**src/rtl/hts_pkg.sv**
```systemverilog
// ----------------------------------------------------------------------------
// hts_pkg
// Shared types and constants for the hysteresis thermostat with trend plot.
// ----------------------------------------------------------------------------
package hts_pkg;

   localparam int SAMPLE_WIDTH    = 10;
   localparam int COLUMN_WIDTH    = 7;
   localparam int ROW_WIDTH       = 6;
   localparam int DIGIT_WIDTH     = 4;
   localparam int DEGREE_WIDTH    = 7;
   localparam int CSR_INDEX_WIDTH = 1;
   localparam int CSR_DATA_WIDTH  = 10;

   localparam int PLOT_COLUMNS_DEFAULT = 80;
   localparam int PLOT_ROWS_DEFAULT    = 60;

   localparam int PRODUCT_WIDTH = 24;
   localparam int FRAC_BITS     = 16;
   localparam int ROW_MULT      = 3780;
   localparam int DEGREE_MULT   = 6342;
   localparam int ROUND_HALF    = 32768;
   localparam int DEGREE_MAX    = 99;

   localparam logic [CSR_INDEX_WIDTH-1:0] CSR_LOW_THRESHOLD  = 1'b0;
   localparam logic [CSR_INDEX_WIDTH-1:0] CSR_HIGH_THRESHOLD = 1'b1;

   typedef enum logic [1:0] {
      SYM_NONE  = 2'd0,
      SYM_FLAME = 2'd1,
      SYM_FLAKE = 2'd2
   } symbol_type;

   typedef struct packed {
      logic [ROW_WIDTH-1:0]   row;
      logic [DIGIT_WIDTH-1:0] tens;
      logic [DIGIT_WIDTH-1:0] ones;
   } scaled_type;

endpackage

```
**src/rtl/hts_scale.sv**
```systemverilog
// ----------------------------------------------------------------------------
// hts_scale
// Fixed-point scaling of one sample to a plot row and to decimal degrees.
// ----------------------------------------------------------------------------
module hts_scale
   import hts_pkg::*;
#(
   parameter int PLOT_ROWS = PLOT_ROWS_DEFAULT
) (
   input  logic [SAMPLE_WIDTH-1:0] sample,
   output scaled_type              scaled
);

   logic [PRODUCT_WIDTH-1:0] row_product;
   logic [PRODUCT_WIDTH-1:0] degree_product;
   logic [7:0]               row_raw;
   logic [7:0]               degree_raw;
   logic [DEGREE_WIDTH-1:0]  degrees;
   logic [DIGIT_WIDTH-1:0]   tens;
   logic [DEGREE_WIDTH-1:0]  ones_wide;

   assign row_product = PRODUCT_WIDTH'(sample) * PRODUCT_WIDTH'(ROW_MULT)
                        + PRODUCT_WIDTH'(ROUND_HALF);
   assign degree_product = PRODUCT_WIDTH'(sample) * PRODUCT_WIDTH'(DEGREE_MULT)
                           + PRODUCT_WIDTH'(ROUND_HALF);
   assign row_raw    = row_product[FRAC_BITS+7:FRAC_BITS];
   assign degree_raw = degree_product[FRAC_BITS+7:FRAC_BITS];

   always_comb begin
      if (row_raw > 8'(PLOT_ROWS - 1)) begin
         scaled.row = ROW_WIDTH'(PLOT_ROWS - 1);
      end else begin
         scaled.row = row_raw[ROW_WIDTH-1:0];
      end
      if (degree_raw > 8'(DEGREE_MAX)) begin
         degrees = DEGREE_WIDTH'(DEGREE_MAX);
      end else begin
         degrees = degree_raw[DEGREE_WIDTH-1:0];
      end
      tens = '0;
      for (int i = 1; i < 10; i++) begin
         if (degrees >= DEGREE_WIDTH'(i * 10)) begin
            tens = DIGIT_WIDTH'(i);
         end
      end
      ones_wide   = degrees - DEGREE_WIDTH'(tens) * DEGREE_WIDTH'(10);
      scaled.tens = tens;
      scaled.ones = ones_wide[DIGIT_WIDTH-1:0];
   end

endmodule

```
**src/rtl/hysteresis_thermostat_with_plot_top.sv**
```systemverilog
// ----------------------------------------------------------------------------
// hysteresis_thermostat_with_plot_top
// Bang-bang thermostat with hysteresis, symbol events and a trend plot.
// ----------------------------------------------------------------------------
// Each accepted sample word yields one result word: the sample sits in the
// input register while the threshold, plot and scaling logic works on it, and
// the result register loads once the result side is free. A new sample can
// be accepted every cycle while results are taken, and one more while a
// finished result waits on rsp_ready. The user must write threshold registers
// through the csr port only while idle; the block itself does not enforce it.
module hysteresis_thermostat_with_plot_top
   import hts_pkg::*;
#(
   parameter int PLOT_COLUMNS = PLOT_COLUMNS_DEFAULT,
   parameter int PLOT_ROWS    = PLOT_ROWS_DEFAULT
) (
   input  logic                       clock,
   input  logic                       reset,
   input  logic                       req_valid,
   output logic                       req_ready,
   input  logic [SAMPLE_WIDTH-1:0]    req_sample,
   output logic                       rsp_valid,
   input  logic                       rsp_ready,
   output logic                       rsp_heater_on,
   output logic                       rsp_show_flame,
   output logic                       rsp_show_flake,
   output logic                       rsp_point_valid,
   output logic [COLUMN_WIDTH-1:0]    rsp_point_column,
   output logic [ROW_WIDTH-1:0]       rsp_point_row,
   output logic                       rsp_plot_full,
   output logic [DIGIT_WIDTH-1:0]     rsp_degree_tens,
   output logic [DIGIT_WIDTH-1:0]     rsp_degree_ones,
   input  logic                       csr_write_enable,
   input  logic [CSR_INDEX_WIDTH-1:0] csr_index,
   input  logic [CSR_DATA_WIDTH-1:0]  csr_write_data
);

   logic [SAMPLE_WIDTH-1:0] low_threshold_ff;
   logic [SAMPLE_WIDTH-1:0] high_threshold_ff;
   logic                    in_valid_ff;
   logic [SAMPLE_WIDTH-1:0] in_sample_ff;
   logic                    heater_ff, heater_in;
   symbol_type              symbol_ff, symbol_in, symbol_mid;
   logic [COLUMN_WIDTH-1:0] count_ff, count_in;
   logic [ROW_WIDTH-1:0]    prev_row_ff, prev_row_in;
   logic                    out_valid_ff;
   logic                    heater_out_ff;
   logic                    flame_ff, flame_in;
   logic                    flake_ff, flake_in;
   logic                    point_valid_ff, point_valid_in;
   logic [COLUMN_WIDTH-1:0] column_ff, column_in;
   logic [ROW_WIDTH-1:0]    row_ff, row_in;
   logic                    full_ff, full_in;
   logic [DIGIT_WIDTH-1:0]  tens_ff, ones_ff;
   logic                    out_free;
   logic                    advance;
   logic                    at_low, at_high;
   scaled_type              scaled;

   hts_scale #(
      .PLOT_ROWS(PLOT_ROWS)
   ) u_scale (
      .sample(in_sample_ff),
      .scaled(scaled)
   );

   assign out_free  = !out_valid_ff || rsp_ready;
   assign advance   = in_valid_ff && out_free;
   assign req_ready = !in_valid_ff || out_free;

   assign at_low  = in_sample_ff <= low_threshold_ff;
   assign at_high = in_sample_ff >= high_threshold_ff;

   always_comb begin
      point_valid_in = count_ff < COLUMN_WIDTH'(PLOT_COLUMNS);
      column_in      = '0;
      row_in         = '0;
      count_in       = count_ff;
      prev_row_in    = prev_row_ff;
      if (point_valid_in) begin
         column_in   = count_ff;
         row_in      = prev_row_ff;
         count_in    = count_ff + COLUMN_WIDTH'(1);
         prev_row_in = scaled.row;
      end
      full_in = count_in >= COLUMN_WIDTH'(PLOT_COLUMNS);

      heater_in  = heater_ff;
      symbol_mid = symbol_ff;
      flame_in   = 1'b0;
      flake_in   = 1'b0;
      if (at_low) begin
         heater_in  = 1'b1;
         flame_in   = symbol_ff != SYM_FLAME;
         symbol_mid = SYM_FLAME;
      end
      symbol_in = symbol_mid;
      if (at_high) begin
         heater_in = 1'b0;
         flake_in  = symbol_mid != SYM_FLAKE;
         symbol_in = SYM_FLAKE;
      end
   end

   always_ff @(posedge clock) begin
      if (reset) begin
         low_threshold_ff  <= '0;
         high_threshold_ff <= '0;
      end else if (csr_write_enable) begin
         case (csr_index)
            CSR_LOW_THRESHOLD:  low_threshold_ff  <= csr_write_data;
            CSR_HIGH_THRESHOLD: high_threshold_ff <= csr_write_data;
            default: ;
         endcase
      end
   end

   always_ff @(posedge clock) begin
      if (reset) begin
         in_valid_ff <= 1'b0;
      end else if (req_ready) begin
         in_valid_ff <= req_valid;
      end
   end

   always_ff @(posedge clock) begin
      if (req_ready && req_valid) begin
         in_sample_ff <= req_sample;
      end
   end

   always_ff @(posedge clock) begin
      if (reset) begin
         heater_ff    <= 1'b0;
         symbol_ff    <= SYM_NONE;
         count_ff     <= '0;
         prev_row_ff  <= '0;
         out_valid_ff <= 1'b0;
      end else begin
         if (out_free) begin
            out_valid_ff <= in_valid_ff;
         end
         if (advance) begin
            heater_ff   <= heater_in;
            symbol_ff   <= symbol_in;
            count_ff    <= count_in;
            prev_row_ff <= prev_row_in;
         end
      end
   end

   always_ff @(posedge clock) begin
      if (advance) begin
         heater_out_ff  <= heater_in;
         flame_ff       <= flame_in;
         flake_ff       <= flake_in;
         point_valid_ff <= point_valid_in;
         column_ff      <= column_in;
         row_ff         <= row_in;
         full_ff        <= full_in;
         tens_ff        <= scaled.tens;
         ones_ff        <= scaled.ones;
      end
   end

   assign rsp_valid        = out_valid_ff;
   assign rsp_heater_on    = heater_out_ff;
   assign rsp_show_flame   = flame_ff;
   assign rsp_show_flake   = flake_ff;
   assign rsp_point_valid  = point_valid_ff;
   assign rsp_point_column = column_ff;
   assign rsp_point_row    = row_ff;
   assign rsp_plot_full    = full_ff;
   assign rsp_degree_tens  = tens_ff;
   assign rsp_degree_ones  = ones_ff;

endmodule

```
**config.mk**
```make
export PLATFORM = sky130hd
export DESIGN_NAME = hysteresis_thermostat_with_plot_top
export DESIGN_NICKNAME = d
export VERILOG_FILES = /design/src/rtl/hts_pkg.sv /design/src/rtl/hts_scale.sv /design/src/rtl/hysteresis_thermostat_with_plot_top.sv
export SDC_FILE = /design/constraint.sdc
export NUM_CORES = 1
export LEC_CHECK = 0
export CAP_MARGIN = 15
export CORE_UTILIZATION = 40
export DETAILED_ROUTE_END_ITERATION = 7
export DONT_BUFFER_PORTS = 1
export GPL_TIMING_DRIVEN = 1
export PLACE_DENSITY = 0.54
export SLEW_MARGIN = 5
export SYNTH_ARGS = -nofsm -noshare
export SYNTH_HDL_FRONTEND = slang
export SYNTH_SLANG_ARGS = --single-unit
```
**constraint.sdc**
```tcl
create_clock -name clock -period 9 [get_ports clock]
set_clock_uncertainty 0.05 [all_clocks]
set_input_delay 1.35 -clock clock [delete_from_list [all_inputs] [get_ports clock]]
set_output_delay 1.35 -clock clock [all_outputs]
set_load 0.005 [all_outputs]
```
=== Yosys cells after proc, flatten, opt, wreduce, memory -nomap -nowiden ===
Cells that the tools add are included.

* Flip-flop bits (word level): 74
* Input bits: 26
* Output and inout port bits: 28
* Word-level logic and storage cells: 68

* $add $sub $neg: 4
* Multiply operators: 3
* $lt $le $gt $ge: 15
* Equality and inequality tests: 2
* Mux-type cells: 16
* Bitwise logic cells: 1
* Reductions and logical operators: 9

{| class="wikitable"
|+ Operators with widths
! cell !! count
|-
| 7-bit >= comparator, second input constant || 4
|-
| 23-bit by 16-bit adder with 24-bit output, second input constant || 1
|-
| 22-bit by 16-bit adder with 23-bit output, second input constant || 1
|-
| 10-bit by 12-bit multiplier with 22-bit output, second input constant || 1
|-
| 7-bit by 6-bit >= comparator with 1-bit output, second input constant || 3
|-
| 10-bit by 10-bit multiplier with 20-bit output, second input constant || 1
|-
| 7-bit by 5-bit >= comparator with 1-bit output, second input constant || 2
|-
| 7-bit two-way mux || 2
|-
| 3-bit two-way mux || 4
|-
| 10-bit >= comparator || 1
|-
| 10-bit <= comparator || 1
|-
| 8-bit by 6-bit > comparator with 1-bit output, second input constant || 1
|-
| 8-bit by 7-bit > comparator with 1-bit output, second input constant || 1
|-
| 2-bit two-way mux || 4
|-
| 4-bit two-way mux || 2
|-
| 7-bit by 1-bit adder with 7-bit output, second input constant || 1
|-
| 7-bit by 4-bit >= comparator with 1-bit output, second input constant || 1
|-
| 7-bit less-than comparator, second input constant || 1
|-
| 6-bit two-way mux || 1
|-
| 2-bit AND reduction || 3
|-
| 4-bit by 3-bit multiplier with 3-bit output, second input constant || 1
|-
| 4-bit subtractor || 1
|-
| 1-bit two-way mux || 3
|-
| 1-bit logical AND || 2
|-
| 5 further kinds || 7
|}

=== Longest topological paths before layout ===
* Depth in word-level cells: 16
* Mapped depth: 36
* Depth with buffers taken out: 35

=== Hierarchy ===
Synthesis repeated with hierarchy kept, for this count alone.

* Cell total of the unflattened synthesis: 753
* Area, all modules: 7225.7 µm²

{| class="wikitable"
|+ By module, submodules not included
! module !! instances !! cells each !! area an instance (µm²) !! seq. area each (µm²)
|-
| hts_scale || 1 || 452 || 4091.4 || 0.0
|-
| hysteresis_thermostat_with_plot_top || 1 || 301 || 3134.3 || 1841.8
|}

=== Worst setup path after synthesis ===
Ideal clock, no wire load.

* Path kind: register to register
* Start point: register in_sample_ff[8]
* End point: register ones_ff[3], in the netlist rsp_degree_ones[3], data pin
* Library setup time: 0.268 ns
* Arrival: 6.874 ns
* Required time: 8.682 ns
* Slack: 1.808 ns
* Cell stages (with the launch flop): 36
* Buffers on the path: 2
* Period minus slack after synthesis: 7.192 ns
* Cell sequence: edfxtp_1 inv_1 ha_1 xnor2_1 ha_1 ha_1 inv_1 fa_1 inv_1 ha_1 ha_1 buf_2 and3_2 and2_1 a21o_1 a31oi_2 xor2_2 inv_1 ha_1 clkbuf_1 nand3_1 nor2_4 nand3_2 xnor2_1 o21a_1 a21bo_2 a21o_1 nand3_1 ha_1 inv_1 ha_1 inv_1 o2111ai_1 a221o_1 o311ai_2 xor2_1

{| class="wikitable"
|+ RTL lines
! item !! line !! text
|-
| start, declared || hysteresis_thermostat_with_plot_top.sv:41 || <nowiki>logic [SAMPLE_WIDTH-1:0] in_sample_ff;</nowiki>
|-
| start signal, assigned || hysteresis_thermostat_with_plot_top.sv:128 || <nowiki>in_sample_ff <= req_sample;</nowiki>
|-
| end signal, assigned || hysteresis_thermostat_with_plot_top.sv:162 || <nowiki>ones_ff <= scaled.ones;</nowiki>
|-
| end, declared || hysteresis_thermostat_with_plot_top.sv:54 || <nowiki>logic [DIGIT_WIDTH-1:0] tens_ff, ones_ff;</nowiki>
|}

==> impl_results.md <==
* Status: complete, no violations
* Wire per inst at 15.3 um
* Metal-1 WL at 7300 um
* Critical path class: flip-flop to flip-flop
* # diodes at 0
* Seq/Total Area, Yosys at 25.4%
* Sw Share at 46.1%
* CP max stage delay at 0.61 ns
* TritonRoute pass-1 iters at 5
* Worst Setup End Kind: flip-flop
* Setup TNS at 0 ns
* CTS HTree Levels at 3
* Avg Synthesized Cell Area at 9.59 um2
* Distinct cell type count after synthesis at 82
* Gpl congestion at 0.891
* Switching power at 1130 uW
* I/O Buffers at 0
* RSZ-0062 raised after global routing: no
* Post-DRT Antenna Nets at 0
* Postcts setup bufs at 0
* Die Ht at 137 um
* Worst Max-Slew Pin Slew at 0.821 ns
* Maximum vdd drop at 196 uV
* Hpwl dp at 12200 um
* Crit path from: in_sample_ff[8]$_DFFE_PP_
* Largest net degree at the start of global routing at 39
* Routed via count at 5287
* Root Driver: clkbuf_16
* Worst-skew pair later-pin latency at 0.34 ns
* Final Cycle Share at 88.4%
* Post-synth ARST share at 0%
* Top post-synthesis cells by area: ha_1, edfxtp_1, dfxtp_1
* Logic pwr share at 67.1%
* Wirelength, routed at 15000 um
* Clock Power Share at 14.4%
* Tmin final at 7.95 ns
* Worst-path clk slew at 0.06 ns
* Nets at 944
* Min-delay src: prev_row_ff[4]$_SDFFE_PP0P_
* Worst R2R Start: in_sample_ff[8]$_DFFE_PP_
* Min-Delay Path Class: flip-flop to flip-flop
* Internal at 1320 uW
* Cell total after placement at 965
* Drt initial violations at 276
* First-pass GRT wire length at 26300 um
* Die W at 137 um
* Syn Inst Count at 757
* Net count after synthesis at 948
* Footprint of the multi-input gates at 5010 um2
* Vias in the first global route at 5439
* Clk sinks at 74
* Drc violations at 0
* WL met3 at 460 um
* Core Area at 17500 um2
* Most used DFF post-synth: dfxtp_1
* Maximum root-to-sink buffer count at 2
* Worst EP required at 9.03 ns
* Total grt overflow at 0
* P per Cell Area at 314 nW/um2
* IO Count at 54
* FF+latch count, synth at 74
* Area leader, netlist: ha_1
* Final hold viol count at 0
* Routed vias/inst at 5.38
* Post-cts hold buffer count at 0
* TritonCTS clock tree: yes
* Highest routed layer: met4
* Resized cells post-CTS at 0
* Fin cells at 983
* Data arrival, critical path at 7.98 ns
* F_max at 126 MHz
* P&R area growth vs syn at 7.55%
* Leakage at 0.00343 uW
* Final slew viol count at 0
* Routed wl met2 at 7040 um
* Slowest stage cell on the critical path: edfxtp_1
* Initial antenna violation count at 0
* # rows at 48
* Yosys warns at 0
* Post-synth top area share at 22.1%
* Max cap viols at 0
* FF/Latch Area at 1840 um2
* Startpoint types: flip-flop
* Most used cell along the critical path: ha_1
* CP max FO at 10
* Gr usage total at 17.8%
* Initial core utilization at 41.4%
* EDFF count, synth at 36
* Max-slew headroom at 44.8%
* Mapped Area at 7260 um2
* Final setup vio count at 0
* FILL cells at 1692
* Seq pwr share at 18.5%
* Die footprint at 18700 um2
* Clock buffer count from CTS at 9
* Layout cell share with drive strength beyond 1 at 5.94%
[worst paths after layout]
path	slack [ns]	to	depth (start not counted)
worst max-delay path	1.05	rsp_degree_ones[3]$_DFFE_PP_	33
worst min register to register	0.39	prev_row_ff[4]$_SDFFE_PP0P_	2
worst min-delay path	0.39	prev_row_ff[4]$_SDFFE_PP0P_	2
worst max register to register	1.05	rsp_degree_ones[3]$_DFFE_PP_	33
[cell families (layout without fill, tap and decap cells)]
kind of cell | after synthesis | count (layout) | synth area share [%]
adder cells (fa/ha/maj) | 166 | 166 | 32.4
multiplexers | 3 | 3 | 0.465
XOR/XNOR | 41 | 41 | 5.57
AND/OR/NAND/NOR | 209 | 209 | 14.9
buffers and inverters | 105 | 106 | 5.58
flip-flops | 74 | 74 | 25.4
AO/OA/AOI/OAI | 159 | 159 | 15.7
[Yosys cell counts, drive strengths merged, types with 10 or more instances]
library cell,n
o21ai,21
nand2,67
nand3,19
clkbuf,10
and2,19
fa,37
xor2,16
dfxtp,38
nand2b,11
edfxtp,36
a21o,19
ha,128
xnor2,25
and3,14
nor2,31
nor3,11
a21oi,51
inv,86
[worst max-delay path: cells and delay by family (launching register included)]
kind                     cells  cell delay, ns
flip-flops                   1            0.61
AO/OA/AOI/OAI                8            1.49
adder cells (fa/ha/maj)      9            2.86
XOR/XNOR                     4            0.85
AND/OR/NAND/NOR              6            1.39
buffers and inverters        6            0.45
[final cells by class]
type                            count  area share (%)
Multi-Input combinational cell    578            64.2
Inverter                           86            4.13
Tap cell                          225            3.60
Sequential cell                    74            23.6
Timing Repair Buffer                4           0.609
Clock inverter                      6           0.657
Clock buffer                       10            3.20
[layer usage]
metal / global-route usage (%) / vias to the layer above
met5: 0 / -
met4: 5.56 / 0
met3: 3.41 / 21
met2: 29.4 / 98
met1: 23.3 / 2495
li1: - / 2673
[layout by cell type, fill, tap and decap left out, drive strengths merged, types with 4 or more instances in the layout]
cell,netlist,final
ha,128,128
and3,14,14
o21a,9,9
o31ai,5,5
or2,5,5
buf,9,4
nand2b,11,11
nor3,11,11
o21ai,21,21
nor2,31,31
nand2,67,67
xnor2,25,25
dfxtp,38,38
a211oi,9,9
a311oi,5,5
edfxtp,36,36
or3,5,5
a31oi,5,5
fa,37,37
clkbuf,10,10
nor2b,7,7
xor2,16,16
inv,86,90
nand4,6,6
a21oi,51,51
a21o,19,19
and2,19,19
nand3,19,19
and4,4,4
[stage by stage]
step                cell area, um2  util (%)  total power, uW  hold slack [ns]  setup WS [ns]
floorplan                     7260         -             1760            0.377           1.81
global placement              7480      42.6             2090            0.382           1.34
detailed placement            7480      42.6             2090            0.388           1.10
CTS                           7780      44.3             2470            0.396           1.08
global route                  7810      44.5             2700            0.415          0.520
finish                        7810      44.5             2450            0.389           1.05
[state kept, by name, summed over array words and instances (netlist names), 2 cells and up]
register           flops
in_sample_ff          10
prev_row_ff            6
rsp_point_column       7
high_threshold_ff     10
low_threshold_ff      10
count_ff               7
rsp_degree_ones        4
rsp_point_row          6
rsp_degree_tens        4
symbol_ff              2
[power groups by stage]
stage	Combinational, uW	Sequential [uW]	Clock, uW
after floorplan	1310	452	0
after global placement	1630	459	0
after detailed placement	1630	461	0
after CTS	1650	454	363
after global routing	1860	460	381
final	1640	453	353
Note: power is estimated with default switching activity, not from simulation.
